## src/sv/kwx_pkg.sv

```systemverilog
// ----------------------------------------------------------------------------
// kwx_pkg
// Types and constants shared by the keyword-triggered word extractor.
// ----------------------------------------------------------------------------
package kwx_pkg;

  // trigger text limits
  localparam int              TRIGGER_MAX_BYTES = 8;
  localparam logic [3:0]      TRIG_MAX_LEN      = 4'(TRIGGER_MAX_BYTES);

  // saturation of the extracted length
  localparam int              MAX_TARGET_LENGTH = 255;
  localparam int              TARGET_LIMIT_INT  =
    (MAX_TARGET_LENGTH < 255) ? MAX_TARGET_LENGTH : 255;
  localparam logic [7:0]      TARGET_LIMIT      = 8'(TARGET_LIMIT_INT);

  // characters
  localparam logic [7:0]      CH_NUL   = 8'd0;
  localparam logic [7:0]      CH_TAB   = 8'd9;
  localparam logic [7:0]      CH_LF    = 8'd10;
  localparam logic [7:0]      CH_FF    = 8'd12;
  localparam logic [7:0]      CH_SPACE = 8'd32;

  localparam logic signed [8:0] WORD_REST_OF_LINE = -9'sd1;

  // register indexes (byte address / 8)
  localparam logic [1:0]      REG_TRIG_BYTES  = 2'd0;
  localparam logic [1:0]      REG_TRIG_LENGTH = 2'd1;
  localparam logic [1:0]      REG_WORD_INDEX  = 2'd2;

  typedef enum logic [1:0] {
    PH_MATCH   = 2'd0,
    PH_COUNT   = 2'd1,
    PH_EXTRACT = 2'd2,
    PH_IDLE    = 2'd3
  } phase_e;

  typedef struct packed {
    phase_e     phase;
    logic [3:0] match_pos;
    logic [7:0] words_seen;
    logic [7:0] prev_byte;
    logic [7:0] extract_cnt;
  } state_t;

  typedef struct packed {
    logic       valid;
    logic [7:0] out_byte;
    logic       is_final;
    logic [7:0] length;
  } result_t;

endpackage

```

## src/sv/kwx_core.sv

```systemverilog
// ----------------------------------------------------------------------------
// kwx_core
// Per-byte next-state and result logic: trigger match, word count, extraction.
// ----------------------------------------------------------------------------
module kwx_core (
  input  logic [7:0]          text_byte_i,
  input  kwx_pkg::state_t     st_i,
  input  logic [63:0]         trigger_bytes_i,
  input  logic [3:0]          trigger_length_i,
  input  logic signed [8:0]   word_index_i,
  output kwx_pkg::state_t     st_o,
  output kwx_pkg::result_t    res_o
);
  import kwx_pkg::*;

  logic [3:0] len;
  logic       blank_b;
  logic       blank_prev;
  logic       rest_of_line;
  logic [7:0] trig_cur;
  logic [7:0] trig_first;

  assign len          = (trigger_length_i > TRIG_MAX_LEN) ? TRIG_MAX_LEN : trigger_length_i;
  assign blank_b      = (text_byte_i == CH_SPACE) || (text_byte_i == CH_TAB) ||
                        (text_byte_i == CH_LF);
  assign blank_prev   = (st_i.prev_byte == CH_SPACE) || (st_i.prev_byte == CH_TAB) ||
                        (st_i.prev_byte == CH_LF);
  assign rest_of_line = (word_index_i == WORD_REST_OF_LINE);
  assign trig_cur     = trigger_bytes_i[{st_i.match_pos[2:0], 3'b000} +: 8];
  assign trig_first   = trigger_bytes_i[7:0];

  always_comb begin
    logic       do_count;
    logic       do_extract;
    logic [3:0] pos_nxt;
    logic [7:0] words_base;
    logic [7:0] words_new;
    logic       delim;

    st_o       = st_i;
    res_o      = '0;
    do_count   = 1'b0;
    do_extract = 1'b0;
    pos_nxt    = st_i.match_pos;
    words_base = st_i.words_seen;
    words_new  = st_i.words_seen;
    delim      = 1'b0;

    if (text_byte_i == CH_NUL) begin
      // end of string: report current length unless already finished
      res_o.valid    = (st_i.phase != PH_IDLE);
      res_o.is_final = 1'b1;
      res_o.length   = st_i.extract_cnt;
      st_o.phase       = PH_MATCH;
      st_o.match_pos   = '0;
      st_o.words_seen  = '0;
      st_o.prev_byte   = '0;
      st_o.extract_cnt = '0;
    end else begin
      st_o.prev_byte = text_byte_i;
      case (st_i.phase)
        PH_MATCH: begin
          if (st_i.match_pos < len) begin
            if (text_byte_i == trig_cur) begin
              pos_nxt = st_i.match_pos + 4'd1;
            end else begin
              // retry the breaking byte against the first trigger byte
              pos_nxt = (text_byte_i == trig_first) ? 4'd1 : 4'd0;
            end
            st_o.match_pos = pos_nxt;
            if (pos_nxt >= len) begin
              st_o.phase      = PH_COUNT;
              st_o.words_seen = '0;
            end
          end else begin
            // trigger already complete (empty or shortened): count this byte
            do_count   = 1'b1;
            words_base = '0;
          end
        end
        PH_COUNT: begin
          do_count = 1'b1;
        end
        PH_EXTRACT: begin
          do_extract = 1'b1;
        end
        default: begin
        end
      endcase

      if (do_count) begin
        words_new = words_base;
        if (blank_prev && !blank_b && (words_base != 8'hFF)) begin
          words_new = words_base + 8'd1;
        end
        st_o.words_seen = words_new;
        st_o.phase      = PH_COUNT;
        if ($signed({1'b0, words_new}) >= word_index_i) begin
          do_extract = 1'b1;
        end
      end

      if (do_extract) begin
        delim = rest_of_line ? ((text_byte_i == CH_LF) || (text_byte_i == CH_FF)) : blank_b;
        res_o.valid = 1'b1;
        if (delim) begin
          st_o.phase     = PH_IDLE;
          res_o.is_final = 1'b1;
          res_o.length   = st_i.extract_cnt;
        end else begin
          st_o.phase = PH_EXTRACT;
          if (st_i.extract_cnt < TARGET_LIMIT) begin
            st_o.extract_cnt = st_i.extract_cnt + 8'd1;
          end
          res_o.out_byte = text_byte_i;
          res_o.length   = st_o.extract_cnt;
        end
      end
    end
  end

endmodule

```

## src/sv/keyword_triggered_word_extractor.sv

```systemverilog
// datapath: an item is registered on input, then its result (if any) is registered
//   on output
// throughput: one item per cycle; the input waits only while its result is held by a
//   stalled full output register; compares and an 8-bit counter step per byte
// reset: asynchronous, active low; clears the search state and the handshake,
//   and sets the trigger to one zero byte and the word index to zero
// ----------------------------------------------------------------------------
// keyword_triggered_word_extractor
// Finds a configured trigger in a byte stream and emits the selected word after it.
// ----------------------------------------------------------------------------
module keyword_triggered_word_extractor (
  input  logic        clk_i,
  input  logic        rst_ni,
  // configuration
  input  logic        psel,
  input  logic        penable,
  input  logic        pwrite,
  input  logic [4:0]  paddr,
  input  logic [63:0] pwdata,
  output logic [63:0] prdata,
  output logic        pready,
  // input channel
  input  logic        in_valid_i,
  output logic        in_stall_o,
  input  logic [7:0]  text_byte_i,
  // output channel
  output logic        out_valid_o,
  input  logic        out_stall_i,
  output logic [7:0]  out_byte_o,
  output logic        is_final_o,
  output logic [7:0]  target_length_o
);
  import kwx_pkg::*;

  logic [63:0]       trig_bytes_q;
  logic [3:0]        trig_len_q;
  logic signed [8:0] word_index_q;
  logic              cfg_wr;

  logic              s1_valid_q;
  logic [7:0]        s1_byte_q;
  logic              s1_go;
  logic              in_accept;

  state_t            st_q, st_d;
  result_t           core_res;

  logic              out_valid_q;
  logic [7:0]        out_byte_q;
  logic              out_final_q;
  logic [7:0]        out_len_q;

  // configuration port
  assign pready = 1'b1;
  assign cfg_wr = psel && penable && pwrite && pready;

  always_ff @(posedge clk_i or negedge rst_ni) begin
    if (!rst_ni) begin
      trig_bytes_q <= '0;
      trig_len_q   <= 4'd1;
      word_index_q <= '0;
    end else if (cfg_wr) begin
      case (paddr[4:3])
        REG_TRIG_BYTES:  trig_bytes_q <= pwdata;
        REG_TRIG_LENGTH: trig_len_q   <= pwdata[3:0];
        REG_WORD_INDEX:  word_index_q <= pwdata[8:0];
        default: begin
        end
      endcase
    end
  end

  always_comb begin
    case (paddr[4:3])
      REG_TRIG_BYTES:  prdata = trig_bytes_q;
      REG_TRIG_LENGTH: prdata = {60'd0, trig_len_q};
      REG_WORD_INDEX:  prdata = {55'd0, word_index_q};
      default:         prdata = '0;
    endcase
  end

  // input register stage; it only waits when its result has no free slot
  assign s1_go      = s1_valid_q && (!core_res.valid || !out_valid_q || !out_stall_i);
  assign in_stall_o = s1_valid_q && !s1_go;
  assign in_accept  = in_valid_i && !in_stall_o;

  always_ff @(posedge clk_i or negedge rst_ni) begin
    if (!rst_ni) begin
      s1_valid_q <= 1'b0;
    end else if (!s1_valid_q || s1_go) begin
      s1_valid_q <= in_valid_i;
    end
  end

  always_ff @(posedge clk_i) begin
    if (in_accept) begin
      s1_byte_q <= text_byte_i;
    end
  end

  kwx_core u_core (
    .text_byte_i      (s1_byte_q),
    .st_i             (st_q),
    .trigger_bytes_i  (trig_bytes_q),
    .trigger_length_i (trig_len_q),
    .word_index_i     (word_index_q),
    .st_o             (st_d),
    .res_o            (core_res)
  );

  always_ff @(posedge clk_i or negedge rst_ni) begin
    if (!rst_ni) begin
      st_q.phase       <= PH_MATCH;
      st_q.match_pos   <= '0;
      st_q.words_seen  <= '0;
      st_q.prev_byte   <= '0;
      st_q.extract_cnt <= '0;
    end else if (s1_go) begin
      st_q <= st_d;
    end
  end

  // result register
  always_ff @(posedge clk_i or negedge rst_ni) begin
    if (!rst_ni) begin
      out_valid_q <= 1'b0;
    end else if (s1_go && core_res.valid) begin
      out_valid_q <= 1'b1;
    end else if (!out_stall_i) begin
      out_valid_q <= 1'b0;
    end
  end

  always_ff @(posedge clk_i) begin
    if (s1_go && core_res.valid) begin
      out_byte_q  <= core_res.out_byte;
      out_final_q <= core_res.is_final;
      out_len_q   <= core_res.length;
    end
  end

  assign out_valid_o     = out_valid_q;
  assign out_byte_o      = out_byte_q;
  assign is_final_o      = out_final_q;
  assign target_length_o = out_len_q;

  // a pending result with a stalled full output slot must hold the input
  a_hold_on_full: assert property (@(posedge clk_i) disable iff (!rst_ni)
    s1_valid_q && core_res.valid && out_valid_q && out_stall_i |-> in_stall_o)
    else $error("result would overwrite a stalled output item");

  a_final_zero: assert property (@(posedge clk_i) disable iff (!rst_ni)
    out_valid_o && is_final_o |-> out_byte_o == CH_NUL)
    else $error("final item carries a nonzero byte");

  a_idle_silent: assert property (@(posedge clk_i) disable iff (!rst_ni)
    s1_valid_q && st_q.phase == PH_IDLE && s1_byte_q != CH_NUL |-> !core_res.valid)
    else $error("result produced while idle");

  a_len_nonzero: assert property (@(posedge clk_i) disable iff (!rst_ni)
    out_valid_o && !is_final_o |-> target_length_o != 8'd0)
    else $error("extracted byte with zero length");

  a_match_pos: assert property (@(posedge clk_i) disable iff (!rst_ni)
    st_q.match_pos <= TRIG_MAX_LEN)
    else $error("match position beyond trigger size");

endmodule

```

## config.mk

```make
export PLATFORM = sky130hd
export DESIGN_NAME = keyword_triggered_word_extractor
export DESIGN_NICKNAME = d
export VERILOG_FILES = /design/src/sv/kwx_pkg.sv /design/src/sv/kwx_core.sv /design/src/sv/keyword_triggered_word_extractor.sv
export SDC_FILE = /design/constraint.sdc
export NUM_CORES = 1
export LEC_CHECK = 0
export ABC_CLOCK_PERIOD_IN_PS = 14600
export BUFFER_PORTS_ARGS = -buffer_cell sky130_fd_sc_hd__clkbuf_2
export CAP_MARGIN = 20
export CORE_UTILIZATION = 40
export CTS_CLUSTER_DIAMETER = 200
export CTS_CLUSTER_SIZE = 40
export DETAILED_ROUTE_END_ITERATION = 12
export PLACE_DENSITY = 0.68
export SYNTH_ARGS = -nofsm -noshare
export SYNTH_HDL_FRONTEND = slang
export SYNTH_SLANG_ARGS = --single-unit
```

## constraint.sdc

```tcl
create_clock -name clk_i -period 14.6 [get_ports clk_i]
set_input_delay 4.38 -clock clk_i [delete_from_list [all_inputs] [get_ports clk_i]]
set_output_delay 4.38 -clock clk_i [all_outputs]
set_load 0.1 [all_outputs]
```

* Yosys cells after proc, flatten, opt, wreduce, memory -nomap -nowiden
Cells that the tools add are included.
** Cells by class
- Equal/unequal tests :: 17
- Muxes and demuxes :: 40
- $mul :: 0
- Divide/modulo/power cells :: 0
- Add/subtract/negate cells :: 3
- Bitwise gates (word level) :: 1
- Reduce and logical (&&, ||, !) cells :: 43
- Shift-type cells :: 1
- Magnitude comparators :: 5
** Operators by type and width (number)
- 64-bit one-hot mux with 3 select lines :: 1
- 8-bit 2-to-1 mux :: 13
- 64-bit by 7-bit variable part select with 8-bit output :: 1
- 8-bit by 4-bit equality test with 1-bit output (second input constant) :: 5
- 30-bit 2-to-1 mux :: 1
- 14-bit 2-to-1 mux :: 2
- 4-bit 2-to-1 mux :: 5
- 18-bit 2-to-1 mux :: 1
- 8-bit by 1-bit adder with 8-bit output (second input constant) :: 2
- 8-bit by 6-bit equality test with 1-bit output (second input constant) :: 2
- 8-bit equality test :: 2
- 1-bit 2-to-1 mux :: 13
- 4-bit nonzero test :: 3
- 9-bit by 1-bit equality test with 1-bit output (second input constant) :: 1
- 9-bit greater-or-equal comparator :: 1
- 3-bit nonzero test :: 3
- 1-bit logical AND :: 8
- 8-bit logical NOT :: 1
- 1-bit logical OR :: 8
- 8-bit < comparator (second input constant) :: 1
- 8-bit inequality test (second input constant) :: 1
- 2-bit AND reduction :: 4
- 4-bit AND reduction :: 2
- 1-bit logical NOT :: 7
- 15 further kinds :: 22
** Storage, ports and cells
- Input bits :: 84
- Latch bits :: 0
- Output and inout bits :: 84
- RAM bits :: 0
- Flip-flop bits (word level) :: 134
- Memories kept :: 0
- Word-level logic and storage cells :: 124
- Memory bits (read-only) :: 0

* Longest topological paths before layout
- Depth after elaboration :: 25
- Mapped depth :: 24
- Depth with buffers taken out :: 23

* Hierarchy
Synthesis repeated with hierarchy kept, for this count alone.
** Unflattened totals
- Cell total of the unflattened synthesis :: 680
- Area, all modules :: 7875.1 µm²
** By module, submodules not included
- keyword_triggered_word_extractor :: cells each 351, seq. area each 3479.6 µm², instances 1, area an instance 5392.7 µm²
- kwx_core :: cells each 329, seq. area each 0.0 µm², instances 1, area an instance 2482.4 µm²

* Worst setup path after synthesis
No wires, ideal clock.
- Path type :: input to output
- Start point :: input port paddr[3]
- End point :: output port prdata[0]
- Data required time :: 10220 ps
- Buffers on the path :: 1
- Stages on the path :: 3
- Data arrival time :: 6941 ps
- Slack :: 3279 ps
- Cells stage by stage :: buf_1 mux2i_1 o21ai_0
** Between the ends
- Longest elaborated chain between the ends :: 2
- Elaborated cells on any way between the ends :: 4
- Classes of those cells :: eq/ne (2); mux (1); reduce/logical (1)
** Ends and longest elaborated chain
- start, declared :: line keyword_triggered_word_extractor.sv:18 : input logic [4:0] paddr,
- 2-bit equality test, or another cell as far along :: line keyword_triggered_word_extractor.sv:74 : case (paddr[4:3])
- 64-bit one-hot mux with 3 select lines * :: line keyword_triggered_word_extractor.sv:74
- end, declared :: line keyword_triggered_word_extractor.sv:20 : output logic [63:0] prdata,
Every way passes the cells marked *; elsewhere a longest branch is shown, timed or not.

* Worst setup path after layout
- Start point :: register st_q[25] (netlist bit)
- End point :: output port in_stall_o
** Between the ends
- Longest elaborated chain between the ends :: 21
- Elaborated cells on any way between the ends :: 25
- Classes of those cells :: add/sub (1); order compare (2); eq/ne (1); mux (14); reduce/logical (7)
** Ends and longest elaborated chain
- start, declared :: line keyword_triggered_word_extractor.sv:45 : state_t st_q, st_d;
- start signal, assigned :: line keyword_triggered_word_extractor.sv:119 : st_q <= st_d;
- 4-bit < comparator * :: line kwx_core.sv:63 : if (st_i.match_pos < len) begin
- parallel branches: the longest is 10 deep, another holds 9-bit greater-or-equal comparator
- 1-bit 2-to-1 mux * :: line kwx_core.sv:91 : if (do_count) begin
- 1-bit 2-to-1 mux * :: line kwx_core.sv:49 : if (text_byte_i == CH_NUL) begin
- 18-bit 2-to-1 mux * :: line kwx_core.sv:103 : if (do_extract) begin
- 1-bit 2-to-1 mux * :: line kwx_core.sv:49
- 1-bit logical NOT * :: line keyword_triggered_word_extractor.sv:83 : assign s1_go = s1_valid_q && (!core_res.valid || !out_valid_q || !out_stall_i);
- 1-bit logical OR * (2 in a row) :: line keyword_triggered_word_extractor.sv:83
- 1-bit logical AND * :: line keyword_triggered_word_extractor.sv:83
- 1-bit logical NOT * :: line keyword_triggered_word_extractor.sv:84 : assign in_stall_o = s1_valid_q && !s1_go;
- 1-bit logical AND * :: line keyword_triggered_word_extractor.sv:84
- end, declared :: line keyword_triggered_word_extractor.sv:24 : output logic in_stall_o,
Mark *: on every way between the ends. The select of a mux whose other input is x is not followed.

==> results.py <==
metrics = {
    "outcome": {
        "status": "finished, final reports clean",
    },
    "sta": {
        "max_freq_ghz": 0.09454,
        "slew_viol_final": 0,
        "setup_viol": 0,
        "rsz0062_at_grt": "false",
        "fin_crit_sh_pct": 72.45,
        "setup_tns_ns": 0,
        "tightest_slew_ns": 1.097,
        "clock_skew_ns": 0.009181,
        "hold_ws_ns": 0.4794,
        "period_needed_ns": 10.58,
        "hold_violations": 0,
        "slew_headroom_pct": 26.36,
    },
    "cts": {
        "clockBufferDepth": 2,
        "ctsHoldBuffers": 0,
        "postCtsSetupBuffers": 0,
        "numCtsBuffers": 17,
        "ctsResizeCount": 0,
        "cts.sinks": 134,
        "cts_root_buffer": "clkbuf_16",
        "htreeDepth": 4,
        "insertion_delay_ns": 0.43,
        "cts_tree": "built",
        "clk_pin_slew_ns": 0.06,
    },
    "power_and_ir_drop": {
        "peakVddDrop_uv": 92.63,
        "finalPower_uw": 1460,
        "p_leak_uw": 0.004128,
        "p_per_area_nw_per_um2": 161.7,
    },
    "route": {
        "first_pass_iters": 5,
        "avgViaCountPerCell": 5.264,
        "routed_wl_um": 18190,
        "antenna_left": 0,
        "vias": 5611,
        "drt-initial-drc-count": 306,
        "route.detailed.drc": 0,
        "wl_per_cell_um": 17.06,
    },
    "floorplanning": {
        "start_util_pct": 40.93,
        "die_area_um2": 18990,
        "coreArea_um2": 18020,
        "pin_count": 168,
        "rows": 49,
        "die_h_um": 137.8,
        "die-width_um": 137.8,
    },
    "global_route": {
        "track_usage_pct": 20.26,
        "grt_pass1_wl_um": 28950,
        "grt_max_degree": 63,
        "antenna_found_initial": 0,
        "grt_pass1_vias": 5427,
        "grt_overflow_total": 0,
    },
    "setup_path": {
        "max_stage_delay_ns": 1.01,
        "crit_path_end_kind": "primary output",
        "cp_cell_sequence": "ha_1, a211oi_1, o21bai_1, nand2_1, and2_1, ha_1, nand3_1, nor2_1, a21boi_1, nand3_1, xor2_1, nor2_1, ha_1, a21o_1, a21oi_1, o221ai_1, a21boi_0, nor2_1, clkbuf_2",
        "crit_start": "st_q[25]",
        "slowest_stage": "dfrtp_1",
        "critPathRequiredTime_ns": 10.22,
        "cp-start-kind": "register",
        "crit_fanout": 20,
        "arrival_ns": 6.20,
        "r2r_setup_slack_ns": 7.69,
        "r2r-start": "st_q[25]",
        "worstSetupPathType": "register to primary output",
    },
    "final_layout": {
        "multi_input_area_um2": 3705,
        "num_antenna_cells": 0,
        "nNetsFinal": 926,
        "drive_above_1_share_pct": 35.60,
        "nFillCells": 1657,
        "area.growth.synth_to_final_pct": 22.33,
        "regArea_um2": 3480,
        "design_area_um2": 9026,
    },
    "logic_synthesis": {
        "async_flop_share_pct": 81.34,
        "syn_area_um2": 7378,
        "synth-seq-cells": 134,
        "syn_nets": 773,
        "syn_inst": 671,
        "syn_avg_cell_area_um2": 11.00,
        "synth_enable_flop_cells": 25,
        "ys_types": 61,
        "ys_warn_count": 0,
        "synth_ff_type": "dfrtp_1",
        "yosysSeqAreaShare_pct": 47.16,
    },
    "place": {
        "place_area_um2": 8398,
        "place_hpwl_um": 12980,
        "port_buffers": 163,
        "gp_congestion": 0.7991,
    },
    "job": {
        "drv_cap": 0,
    },
    "hold_path": {
        "worstHoldStart": "st_q[15]",
        "hp-class": "register to register",
    },
}
[layer usage]
metal / track usage [%] / share of wire [%] / vias to the layer above
li1: - / - / 2736
met1: 26.52 / 45 / 2707
met2: 32.10 / 48 / 151
met3: 5.813 / 5.9 / 17
met4: 6.763 / 1.5 / 0
met5: 0 / 0 / -
[power breakdown]
group | internal (uW) | switching [uW] | leakage, uW
logic | 143 | 330 | 0.00224
clock network | 279 | 171 | 0.000297
registers | 465 | 72.0 | 0.00159
total | 886 | 573 | 0.00413
[state kept, by name (all words and copies together), names as in the netlist]
signal           flops
s1_byte_q            8
out_byte_o           8
trig_bytes_q        64
trig_len_q           4
st_q                30
target_length_o      8
is_final_o           1
out_valid_o          1
word_index_q         9
s1_valid_q           1
[cells in the final DEF, fill, tap and decap left out, types with 10 or more instances in the layout]
cell / n
a21oi_1: 12
and2_1: 67
and3_1: 10
clkbuf_16: 19
clkbuf_2: 162
dfrtp_1: 108
edfxtp_1: 25
ha_1: 18
inv_1: 15
mux2_2: 71
mux2i_1: 18
mux4_2: 16
nand2_1: 72
nand3_1: 10
nor2_1: 24
o21ai_0: 38
o31ai_1: 12
xor2_1: 15
[Yosys cell counts (3+ instances only)]
master / n / area share, %
nor2b_1: 5 / 0.42
nor4_1: 7 / 0.59
a21o_1: 6 / 0.61
edfxtp_1: 25 / 10
nand4_1: 7 / 0.59
xnor2_1: 8 / 0.95
nor3b_1: 3 / 0.31
nand2b_1: 5 / 0.42
and3_1: 10 / 0.85
buf_1: 4 / 0.20
nor3_1: 6 / 0.41
mux4_2: 16 / 4.9
dfrtp_1: 108 / 37
a21oi_1: 13 / 0.88
clkbuf_1: 28 / 1.4
a22o_1: 6 / 0.71
nor2_1: 25 / 1.3
nand3_1: 10 / 0.68
o31ai_1: 12 / 1.2
o21ai_0: 38 / 2.6
mux2i_1: 18 / 2.4
inv_1: 15 / 0.76
a211oi_1: 3 / 0.31
xor2_1: 15 / 1.8
and2_1: 67 / 5.7
mux2_2: 71 / 11
a31oi_1: 9 / 0.76
ha_1: 18 / 3.1
nand2_1: 72 / 3.7
[metrics by stage]
stage	std cells	setup WS [ns]	util, %
2_1_floorplan	671	3.279	-
3_3_place_gp	1034	4.323	46.59
3_5_place_dp	1034	4.318	46.59
4_1_cts	1066	4.124	50.08
5_1_grt	1066	3.580	50.08
6_report	1066	4.023	50.08
[final timing paths]
check | endpoint | cells after the start
setup / recovery | in_stall_o | 19
hold / removal | st_q[15] | 2
setup reg to reg | out_byte_o[6] | 19
hold reg to reg | st_q[15] | 2
max in group asynchronous | trig_bytes_q[41] | 2
min in group asynchronous | st_q[21] | 1
[cell families after synthesis]
family / synth area share, %
xor gates and xnor gates: 2.730
muxes: 18.16
other: 0.05082
DFF: 47.16
and+or+nand+nor: 16.08
adders and majority gates: 3.052
buffers and inverters: 2.781
AOI/OAI and AO/OA: 9.988
[worst max-delay path: cells and delay by family, from the launching register on]
family / cells / cell delay (ns)
AOI/OAI and AO/OA: 7 / 1.88
xor gates and xnor gates: 1 / 0.21
and+or+nand+nor: 7 / 1.32
DFF: 1 / 1.01
buffers and inverters: 1 / 0.51
adders and majority gates: 3 / 0.82
[cell type report]
class	count	share of cell area, %
Multi-Input combinational cell	486	41.05
Sequential cell	134	38.55
Timing Repair Buffer	170	9.648
Clock buffer	21	5.462
Tap cell	229	3.174
Clock inverter	11	1.497
Inverter	15	0.6238
Note: power is estimated with default switching activity, not from simulation.
